==> src/hdl/assert_macros.svh <==
// Assertion macros shared by the CRC engine RTL.
// Included by modules that check their own logic; depends on nothing.
`ifndef ASSERT_MACROS_SVH
`define ASSERT_MACROS_SVH

// Property must hold at every clock edge outside reset.
`define PCE_ASSERT(label, clk, rst_n, prop, msg) \
  label: assert property (@(posedge clk) disable iff (!rst_n) prop) \
    else $error(msg);

// Condition must never be true at a clock edge outside reset.
`define PCE_NEVER(label, clk, rst_n, cond, msg) \
  `PCE_ASSERT(label, clk, rst_n, !(cond), msg)

`endif

==> src/hdl/pce_pkg.sv <==
// Types and constants for the programmable CRC engine.
// Used by the front, back and top-level modules; depends on nothing.
`default_nettype none

package pce_pkg;

  typedef enum logic [1:0] {
    OP_RESTART = 2'd0,
    OP_FEED8   = 2'd1,
    OP_FEED16  = 2'd2,
    OP_FEED32  = 2'd3
  } opcode_t;

  localparam logic [2:0] CFG_POLY           = 3'd0;
  localparam logic [2:0] CFG_SEED           = 3'd1;
  localparam logic [2:0] CFG_REFLECT_IN     = 3'd2;
  localparam logic [2:0] CFG_REFLECT_OUT    = 3'd3;
  localparam logic [2:0] CFG_COMPLEMENT_OUT = 3'd4;
  localparam logic [2:0] CFG_WIDTH_32       = 3'd5;

  localparam logic [31:0] POLY_RESET = 32'h0000_1021;
  localparam logic [31:0] SEED_RESET = 32'hFFFF_FFFF;

  typedef struct packed {
    logic [31:0] poly;
    logic [31:0] seed;
    logic        reflect_in;
    logic        reflect_out;
    logic        complement_out;
    logic        width_32;
  } cfg_t;

  // One classified word: data is left-justified, last_beat is the byte count minus one.
  typedef struct packed {
    logic        restart;
    logic [1:0]  last_beat;
    logic [31:0] data;
  } cmd_t;

endpackage

`default_nettype wire

==> src/hdl/pce_fifo.sv <==
// Small register-based queue used between the engine stages and on the result side.
// Depends on assert_macros.svh only.
`default_nettype none
`include "assert_macros.svh"

module pce_fifo #(
  parameter int WIDTH = 35,
  parameter int DEPTH = 4
) (
  input  wire logic             clk,
  input  wire logic             rst_n,
  input  wire logic             push_i,
  input  wire logic [WIDTH-1:0] wdata_i,
  output      logic             full_o,
  input  wire logic             pop_i,
  output      logic [WIDTH-1:0] rdata_o,
  output      logic             empty_o
);

  localparam int PtrW = (DEPTH > 1) ? $clog2(DEPTH) : 1;
  localparam int CntW = $clog2(DEPTH + 1);

  logic [WIDTH-1:0] mem_r [DEPTH];
  logic [PtrW-1:0]  wr_ptr_r, wr_ptr_nxt;
  logic [PtrW-1:0]  rd_ptr_r, rd_ptr_nxt;
  logic [CntW-1:0]  cnt_r, cnt_nxt;

  assign full_o  = (cnt_r == CntW'(DEPTH));
  assign empty_o = (cnt_r == '0);
  assign rdata_o = mem_r[rd_ptr_r];

  always_comb begin
    wr_ptr_nxt = wr_ptr_r;
    rd_ptr_nxt = rd_ptr_r;
    cnt_nxt    = cnt_r;
    if (push_i) begin
      wr_ptr_nxt = (wr_ptr_r == PtrW'(DEPTH - 1)) ? '0 : wr_ptr_r + 1'b1;
    end
    if (pop_i) begin
      rd_ptr_nxt = (rd_ptr_r == PtrW'(DEPTH - 1)) ? '0 : rd_ptr_r + 1'b1;
    end
    if (push_i && !pop_i) begin
      cnt_nxt = cnt_r + 1'b1;
    end else if (pop_i && !push_i) begin
      cnt_nxt = cnt_r - 1'b1;
    end
  end

  always_ff @(posedge clk) begin
    if (!rst_n) begin
      wr_ptr_r <= '0;
      rd_ptr_r <= '0;
      cnt_r    <= '0;
    end else begin
      wr_ptr_r <= wr_ptr_nxt;
      rd_ptr_r <= rd_ptr_nxt;
      cnt_r    <= cnt_nxt;
    end
  end

  always_ff @(posedge clk) begin
    if (push_i) begin
      mem_r[wr_ptr_r] <= wdata_i;
    end
  end

  `PCE_NEVER(a_no_push_full, clk, rst_n, push_i && full_o, "push into full queue")
  `PCE_NEVER(a_no_pop_empty, clk, rst_n, pop_i && empty_o, "pop from empty queue")
  `PCE_NEVER(a_cnt_range, clk, rst_n, cnt_r > CntW'(DEPTH), "queue count out of range")

endmodule

`default_nettype wire

==> src/hdl/pce_front.sv <==
// Front end of the CRC engine: accepts input words and classifies them into commands.
// Depends on pce_pkg for the opcode, configuration and command types.
`default_nettype none

module pce_front
  import pce_pkg::*;
(
  input  wire logic        push_i,
  input  wire logic        full_i,
  input  wire logic [1:0]  opcode_i,
  input  wire logic [31:0] data_i,
  input  wire cfg_t        cfg_i,
  output      logic        cmd_push_o,
  output      cmd_t        cmd_o
);

  logic [7:0]  byte_rev;
  logic [15:0] half_rev;
  logic [31:0] word_rev;
  opcode_t     op;

  assign op         = opcode_t'(opcode_i);
  assign cmd_push_o = push_i && !full_i;

  always_comb begin
    for (int i = 0; i < 8; i++) begin
      byte_rev[i] = data_i[7 - i];
    end
    for (int i = 0; i < 16; i++) begin
      half_rev[i] = data_i[15 - i];
    end
    for (int i = 0; i < 32; i++) begin
      word_rev[i] = data_i[31 - i];
    end
  end

  // Left-justify the data so the back end always folds from bit 31 down.
  always_comb begin
    cmd_o = '0;
    case (op)
      OP_RESTART: begin
        cmd_o.restart = 1'b1;
      end
      OP_FEED8: begin
        cmd_o.last_beat = 2'd0;
        cmd_o.data      = {(cfg_i.reflect_in ? byte_rev : data_i[7:0]), 24'h0};
      end
      OP_FEED16: begin
        cmd_o.last_beat = 2'd1;
        cmd_o.data      = {(cfg_i.reflect_in ? half_rev : data_i[15:0]), 16'h0};
      end
      OP_FEED32: begin
        cmd_o.last_beat = 2'd3;
        cmd_o.data      = cfg_i.reflect_in ? word_rev : data_i;
      end
      default: begin
        cmd_o.restart = 1'b1;
      end
    endcase
  end

endmodule

`default_nettype wire

==> src/hdl/pce_back.sv <==
// Back end of the CRC engine: folds queued commands into the CRC register one byte per cycle
// (a last byte waits on a full result queue) and pushes the read view. Depends on pce_pkg and assert_macros.svh.
`default_nettype none
`include "assert_macros.svh"

module pce_back
  import pce_pkg::*;
(
  input  wire logic        clk,
  input  wire logic        rst_n,
  input  wire cfg_t        cfg_i,
  input  wire logic        cmd_empty_i,
  input  wire cmd_t        cmd_i,
  output      logic        cmd_pop_o,
  input  wire logic        res_full_i,
  output      logic        res_push_o,
  output      logic [31:0] res_data_o
);

  logic        act_r, act_nxt;
  cmd_t        cur_r, cur_nxt;
  logic [31:0] crc_r, crc_nxt;

  cmd_t        cur;
  logic        take_head;
  logic        valid;
  logic        done;
  logic        go;
  logic [31:0] mask;
  logic [31:0] crc_calc;

  function automatic logic [31:0] fold8(input logic [31:0] c_in, input logic [7:0] d,
                                        input logic [31:0] p_in, input logic w32);
    logic [31:0] m;
    logic [31:0] c;
    logic [31:0] p;
    logic        fb;
    m = w32 ? 32'hFFFF_FFFF : 32'h0000_FFFF;
    c = c_in & m;
    p = p_in & m;
    for (int i = 7; i >= 0; i--) begin
      fb = (w32 ? c[31] : c[15]) ^ d[i];
      c  = (c << 1) & m;
      if (fb) begin
        c = c ^ p;
      end
    end
    return c;
  endfunction

  function automatic logic [31:0] read_view(input logic [31:0] c_in, input cfg_t cfg);
    logic [31:0] m;
    logic [31:0] v;
    logic [31:0] r;
    m = cfg.width_32 ? 32'hFFFF_FFFF : 32'h0000_FFFF;
    v = c_in & m;
    r = '0;
    if (cfg.width_32) begin
      for (int i = 0; i < 32; i++) begin
        r[i] = v[31 - i];
      end
    end else begin
      for (int i = 0; i < 16; i++) begin
        r[i] = v[15 - i];
      end
    end
    if (cfg.reflect_out) begin
      v = r;
    end
    if (cfg.complement_out) begin
      v = ~v & m;
    end
    return v;
  endfunction

  assign take_head = !act_r && !cmd_empty_i;
  assign cur       = act_r ? cur_r : cmd_i;
  assign valid     = act_r || !cmd_empty_i;
  assign done      = cur.restart || (cur.last_beat == 2'd0);
  assign mask      = cfg_i.width_32 ? 32'hFFFF_FFFF : 32'h0000_FFFF;
  assign crc_calc  = cur.restart ? (cfg_i.seed & mask)
                                 : fold8(crc_r, cur.data[31:24], cfg_i.poly, cfg_i.width_32);
  // Hold a restart or the last byte of a word while the result queue is full.
  assign go         = valid && !(done && res_full_i);
  assign cmd_pop_o  = take_head && go;
  assign res_push_o = go && done;
  assign res_data_o = read_view(crc_calc, cfg_i);

  always_comb begin
    act_nxt = act_r;
    cur_nxt = cur_r;
    crc_nxt = crc_r;
    if (go) begin
      crc_nxt = crc_calc;
      if (done) begin
        act_nxt = 1'b0;
      end else begin
        act_nxt           = 1'b1;
        cur_nxt.restart   = 1'b0;
        cur_nxt.last_beat = cur.last_beat - 2'd1;
        cur_nxt.data      = {cur.data[23:0], 8'h0};
      end
    end
  end

  always_ff @(posedge clk) begin
    if (!rst_n) begin
      act_r <= 1'b0;
      crc_r <= '0;
    end else begin
      act_r <= act_nxt;
      crc_r <= crc_nxt;
    end
  end

  always_ff @(posedge clk) begin
    cur_r <= cur_nxt;
  end

  `PCE_ASSERT(a_act_no_restart, clk, rst_n, act_r |-> !cur_r.restart,
              "restart held in multi-byte stage")
  `PCE_ASSERT(a_split_holds, clk, rst_n, (take_head && go && !done) |=> act_r,
              "multi-byte word not held after first byte")

endmodule

`default_nettype wire

==> src/hdl/programmable_crc_engine_unit.sv <==
// Top level of the programmable CRC engine: configuration registers, front end,
// command queue, back end and result queue. Depends on pce_pkg, pce_front, pce_fifo, pce_back.
//
// Usage:
//   Input side looks like a queue: drive in_opcode/in_data_in and raise push; the word is
//   taken at a clock edge where push is high and full is low. Opcodes: restart with seed,
//   feed byte (bits 7..0), feed halfword (bits 15..0), feed word (all 32 bits).
//   Result side looks like a queue too: while empty is low, out_crc_out holds the oldest
//   CRC read view; raise pop to take it. Every input word yields exactly one result word.
//   Configuration: cfg_we with cfg_index/cfg_wdata writes one register per cycle; write
//   only while the engine is idle (no word in flight).
//   A taken word goes into the command queue; the back end takes it from the queue head,
//   folds any further bytes from its own register and pushes the result into the result queue.
//   Throughput: the back end folds one byte per cycle through an 8-step XOR network, except
//   that a finished result waits while the result queue is full. The front keeps taking words
//   into the command queue meanwhile, until it fills.
//   Reset (rst_n low, synchronous) empties both queues, clears the CRC to zero and loads
//   the register defaults: polynomial 0x1021, seed all ones, 16-bit mode, no reflection.
//   When the receiver stalls, results collect in the result queue, then the back end
//   holds, then the command queue fills and full rises.
`default_nettype none

module programmable_crc_engine_unit
  import pce_pkg::*;
#(
  parameter int CMD_DEPTH = 4,
  parameter int RES_DEPTH = 2
) (
  input  wire logic        clk,
  input  wire logic        rst_n,
  input  wire logic        push,
  output      logic        full,
  input  wire logic [1:0]  in_opcode,
  input  wire logic [31:0] in_data_in,
  output      logic        empty,
  input  wire logic        pop,
  output      logic [31:0] out_crc_out,
  input  wire logic        cfg_we,
  input  wire logic [2:0]  cfg_index,
  input  wire logic [31:0] cfg_wdata
);

  cfg_t        cfg_r, cfg_nxt;
  logic        cmd_push;
  cmd_t        cmd_in;
  cmd_t        cmd_head;
  logic        cmd_empty;
  logic        cmd_pop;
  logic        res_full;
  logic        res_push;
  logic [31:0] res_data;
  logic        res_pop;

  // Register file: drop writes to unknown indexes, cut flags to one bit.
  always_comb begin
    cfg_nxt = cfg_r;
    if (cfg_we) begin
      case (cfg_index)
        CFG_POLY:           cfg_nxt.poly           = cfg_wdata;
        CFG_SEED:           cfg_nxt.seed           = cfg_wdata;
        CFG_REFLECT_IN:     cfg_nxt.reflect_in     = cfg_wdata[0];
        CFG_REFLECT_OUT:    cfg_nxt.reflect_out    = cfg_wdata[0];
        CFG_COMPLEMENT_OUT: cfg_nxt.complement_out = cfg_wdata[0];
        CFG_WIDTH_32:       cfg_nxt.width_32       = cfg_wdata[0];
        default:            cfg_nxt                = cfg_r;
      endcase
    end
  end

  always_ff @(posedge clk) begin
    if (!rst_n) begin
      cfg_r.poly           <= POLY_RESET;
      cfg_r.seed           <= SEED_RESET;
      cfg_r.reflect_in     <= 1'b0;
      cfg_r.reflect_out    <= 1'b0;
      cfg_r.complement_out <= 1'b0;
      cfg_r.width_32       <= 1'b0;
    end else begin
      cfg_r <= cfg_nxt;
    end
  end

  // Classify incoming words.
  pce_front u_front (
    .push_i     (push),
    .full_i     (full),
    .opcode_i   (in_opcode),
    .data_i     (in_data_in),
    .cfg_i      (cfg_r),
    .cmd_push_o (cmd_push),
    .cmd_o      (cmd_in)
  );

  // Decouple front and back so each can stall on its own.
  pce_fifo #(
    .WIDTH ($bits(cmd_t)),
    .DEPTH (CMD_DEPTH)
  ) u_cmd_q (
    .clk     (clk),
    .rst_n   (rst_n),
    .push_i  (cmd_push),
    .wdata_i (cmd_in),
    .full_o  (full),
    .pop_i   (cmd_pop),
    .rdata_o (cmd_head),
    .empty_o (cmd_empty)
  );

  // Fold commands into the CRC register.
  pce_back u_back (
    .clk         (clk),
    .rst_n       (rst_n),
    .cfg_i       (cfg_r),
    .cmd_empty_i (cmd_empty),
    .cmd_i       (cmd_head),
    .cmd_pop_o   (cmd_pop),
    .res_full_i  (res_full),
    .res_push_o  (res_push),
    .res_data_o  (res_data)
  );

  assign res_pop = pop && !empty;

  // Hold finished results until the receiver takes them.
  pce_fifo #(
    .WIDTH (32),
    .DEPTH (RES_DEPTH)
  ) u_res_q (
    .clk     (clk),
    .rst_n   (rst_n),
    .push_i  (res_push),
    .wdata_i (res_data),
    .full_o  (res_full),
    .pop_i   (res_pop),
    .rdata_o (out_crc_out),
    .empty_o (empty)
  );

endmodule

`default_nettype wire
==> config.mk <==
export PLATFORM = sky130hd
export DESIGN_NAME = programmable_crc_engine_unit
export DESIGN_NICKNAME = d
export VERILOG_FILES = /design/src/hdl/pce_pkg.sv /design/src/hdl/pce_fifo.sv /design/src/hdl/pce_front.sv /design/src/hdl/pce_back.sv /design/src/hdl/programmable_crc_engine_unit.sv
export VERILOG_INCLUDE_DIRS = /design/src /design/src/hdl
export SDC_FILE = /design/constraint.sdc
export NUM_CORES = 1
export LEC_CHECK = 0
export BUFFER_PORTS_ARGS = -buffer_cell sky130_fd_sc_hd__buf_2
export CORE_ASPECT_RATIO = 0.8
export CORE_UTILIZATION = 25
export CTS_CLUSTER_DIAMETER = 30
export DETAILED_ROUTE_END_ITERATION = 7
export GPL_ROUTABILITY_DRIVEN = 0
export RECOVER_POWER = 25
export SLEW_MARGIN = 20
export SYNTH_ARGS = -nofsm -noshare
export SYNTH_HDL_FRONTEND = slang
export SYNTH_SLANG_ARGS = --single-unit
==> constraint.sdc <==
create_clock -name clk -period 8.9 [get_ports clk]
set_input_delay 0 -clock clk [delete_from_list [all_inputs] [get_ports clk]]
set_output_delay 0 -clock clk [all_outputs]
set_load 0.005 [all_outputs]
==> flow_summary.yaml <==
die:
  floorplan.rows: 93
  total_die_area_sq_mm: 0.0835
  die_h_microns: 259
  core-area_sq_mm: 0.0810
  start_util: 0.254
  floorplan.io_pins: 108
  die_x_microns: 323
drt:
  detail-route-antenna-nets: 0
  post-route-drc-count: 0
  dr.first_iter.drc_count: 1546
  drt-met1-wl_microns: 27900
  firstDrtPassIters: 6
  wire_per_inst_microns: 18.3
  met3RoutedLength_microns: 4980
  finalWirelength_microns: 62600
  detail_route.vias_per_cell: 4.89
  uppermost_metal_layer_occupied_by_signal_nets: "met4"
  vias_post_dr: 16700
  detailroute.wirelength.met2_microns: 28000
pwr:
  swShare: 0.426
  power_density_mw_per_mm2: 428
  p_switching_w: 0.00468
  cellLeakagePower_nw: 9.23
  comb_power_share: 0.518
  power_frac_clock: 0.267
  max-vdd-ir-drop_mv: 0.234
  internal_power_w: 0.00630
  seq_power_share: 0.215
  power_w: 0.0110
timing:
  slew_violations: 149
  rsz0062_at_grt: "no"
  final.min_clock_period_ns: 8.18
  setup_violations: 0
  summed_negative_setup_slack_over_all_endpoints_ns: 0
  finalHoldWorstSlack_ns: 0.00863
  timing_hold_violations_final: 0
  timing.final.crit_share: 0.919
  tightest_slew_ns: 4.27
  max_clock_freq_ghz: 0.122
  timing.final.ws_setup_ns: 0.720
  max-slew-margin-rel: -1.85
  clock-skew-final_ns: 0.0386
setup_path:
  critical_path_peak_fanout: 24
  kind_of_cell_adding_the_most_delay_to_the_critical_path: "compound AO/OA/AOI/OAI gates"
  cp.buffers_inverters: 0
  cp.arrival_ns: 8.51
  cp-start-kind: "flip-flop"
  setup.worst_path.end_class: "flip-flop"
  cpMaxStageDelayCell: "o31ai_2"
  worst-r2r-setup-slack_ns: 0.72
  worst-endpoint-required_ns: 9.23
  timing.reg2reg.worst_path_depth: 22
  cp_num_cells: 22
  critical_path.max_stage_delay_ns: 0.72
  crit_type: "flip-flop to flip-flop"
  worstPathCellList: "nor2b_1, a22o_1, nor4_1, or3_1, o21ai_1, nand3_1, a32o_1, a21oi_1, mux2i_2, mux2i_1, or2_2, o2111a_1, a2111oi_4, nand4_1, a221oi_1, a211oi_1, or4_4, xnor2_4, a21oi_1, o31ai_2, mux2i_1, o2111ai_1"
logic_synthesis:
  synth.top_cell.area_share: 0.336
  netlist_instances: 2123
  number_of_register_bits_inferred_by_synthesis: 345
  synth_largest_area_cell: "edfxtp_1"
  share_of_async_settable_or_async_resettable_flops_after_synthesis: 0
  netlist-cell-type-count: 92
  synth_seq_area_share: 0.447
  top_post_synthesis_cells_by_area: "edfxtp_1, dfxtp_1, nand2_1, xnor2_1, mux4_2"
  synth.top_cells.by_count: "nand2_1, edfxtp_1, xnor2_1, nor2_1, clkbuf_1"
  ys.warnings.count: 0
  avgSynthCellArea_sq_um: 9.69
  synth_fp_nets: 2206
  post_synth_instance_area_sq_mm: 0.0206
  most_frequent_cell_after_synthesis: "nand2_1"
  synth_enable_flop_cells: 230
  yosys_most_used_dff: "edfxtp_1"
clocking:
  tritoncts_num_sinks: 345
  cts_root_buffer: "clkbuf_16"
  cts_tree: "built"
  clkTransAtPathRegs_ns: 0.05
  cts_repair_resizes: 0
  cts_post_setup_buffers_inserted: 0
  clk_latency_ns: 0.62
  cts_buffers: 78
  cts_htree_levels: 3
  cts.path.max_buffers: 3
grt:
  antenna_found_initial: 0
  grt_overflow_total: 0
  via_count_of_the_first_global_routing_pass: 16200
  grt_pass1_wl_microns: 96500
  grt_util_all_layers: 0.149
  maximum_number_of_pins_on_one_net_before_global_route_repair: 78
finish:
  final_design_area_no_fill_sq_mm: 0.0257
  nets: 2348
  syn2layout_area_growth_pct: 24.6
  antenna_cells: 0
  layout-drive-gt1-share: 0.172
status:
  violations: "capacitance limit, slew limit"
  outcome: "complete, but fails checks"
placement:
  placedInstanceArea_sq_mm: 0.0221
  port_buffers: 107
  dp_worst_setup_slack_ns: 0.821
  place.detailed.hpwl_microns: 41200
job:
  drv.max_cap_violation_count: 4
min_path:
  whs_path_depth: 3
  min_from: "in_data_in[3]"
  holdCritPathClass: "input port to flip-flop"
==> worst paths after layout <==
path | end
setup / recovery | u_res_q.mem_r[1][7]
hold / removal | u_cmd_q.mem_r[1][28]
setup reg to reg | u_res_q.mem_r[1][7]
hold reg to reg | u_back.crc_r[1]
==> placed cells by master, fill, tap and decap left out, types with 15 or more instances in the layout <==
cell type,Yosys,layout
nand2_1,450,449
edfxtp_1,230,230
xnor2_1,183,183
nor2_1,161,158
dfxtp_1,115,112
buf_2,14,103
mux2i_1,93,93
nand3_1,93,93
a21oi_1,88,87
clkbuf_16,0,81
dlygate4sd3_1,0,79
o21ai_0,45,45
mux4_2,43,43
mux2_2,38,38
buf_4,1,38
xor2_1,37,37
and3_1,26,26
or3_1,23,23
a211oi_1,23,23
inv_1,22,22
nor3_1,23,22
and2_1,32,20
clkbuf_1,119,17
nand4_1,15,15
==> state kept, by name (all words and copies together), names as in the netlist, named ones only <==
name              cells
u_cmd_q.wr_ptr_r      2
u_cmd_q.mem_r       140
cfg_r                68
u_res_q.wr_ptr_r      1
u_cmd_q.rd_ptr_r      2
u_cmd_q.cnt_r         3
u_back.crc_r         32
u_back.act_r          1
u_res_q.cnt_r         2
u_back.cur_r         26
u_res_q.mem_r        64
u_res_q.rd_ptr_r      1
==> worst register-to-register path, cell delays in order (launching register included) <==
cell	delay (ns)
dfxtp_2	0.66
nor2b_1	0.27
a22o_1	0.23
nor4_1	0.07
or3_1	0.41
o21ai_1	0.42
nand3_1	0.24
a32o_1	0.35
a21oi_1	0.22
mux2i_2	0.55
mux2i_1	0.17
or2_2	0.34
o2111a_1	0.27
a2111oi_4	0.32
nand4_1	0.27
a221oi_1	0.39
a211oi_1	0.13
or4_4	0.70
xnor2_4	0.61
a21oi_1	0.18
o31ai_2	0.72
mux2i_1	0.27
o2111ai_1	0.15
==> final cells by class <==
type | instances | area [sq um]
Timing Repair Buffer | 227 | 1620
Multi-Input combinational cell | 1589 | 10600
Clock buffer | 98 | 2150
Tap cell | 1092 | 1370
Sequential cell | 345 | 9210
Fill cell | 8242 | 55300
Clock inverter | 48 | 573
Inverter | 24 | 90.1
==> logic make-up after synthesis <==
| logic type | share of synthesized area |
|---|---|
| XOR/XNOR | 0.105 |
| multiplexers | 0.117 |
| buffers and inverters | 0.0373 |
| AND/OR/NAND/NOR | 0.189 |
| AO/OA/AOI/OAI | 0.0993 |
| flip-flops | 0.447 |
| adder cells (fa/ha/maj) | 0.00584 |
==> metal layers <==
layer,global-route usage,vias to the layer above
li1,-,7824
met2,0.232,687
met4,0.0515,0
met1,0.205,8125
met5,0,-
met3,0.0299,103
==> per-stage QoR <==
step / cells / utilization
after floorplan: 2123 / -
after global placement: 3197 / 0.273
after detailed placement: 3197 / 0.273
after CTS: 3422 / 0.317
after global routing: 3423 / 0.317
final: 3423 / 0.317
==> power by group through the flow <==
stage	clock [W]	sequential [W]	combinational [W]
after CTS	0.00297	0.00237	0.00557
final	0.00293	0.00236	0.00568
after global routing	0.00305	0.00240	0.00606
after floorplan	0	0.00232	0.00408
after detailed placement	0	0.00239	0.00551
after global placement	0	0.00238	0.00548
==> what timing repair did <==
action,4_1_cts,5_1_grt
hold endpoints to repair,175,0
hold buffers,79,0
setup endpoints to repair,0,0
Note: power is estimated with default switching activity, not from simulation.
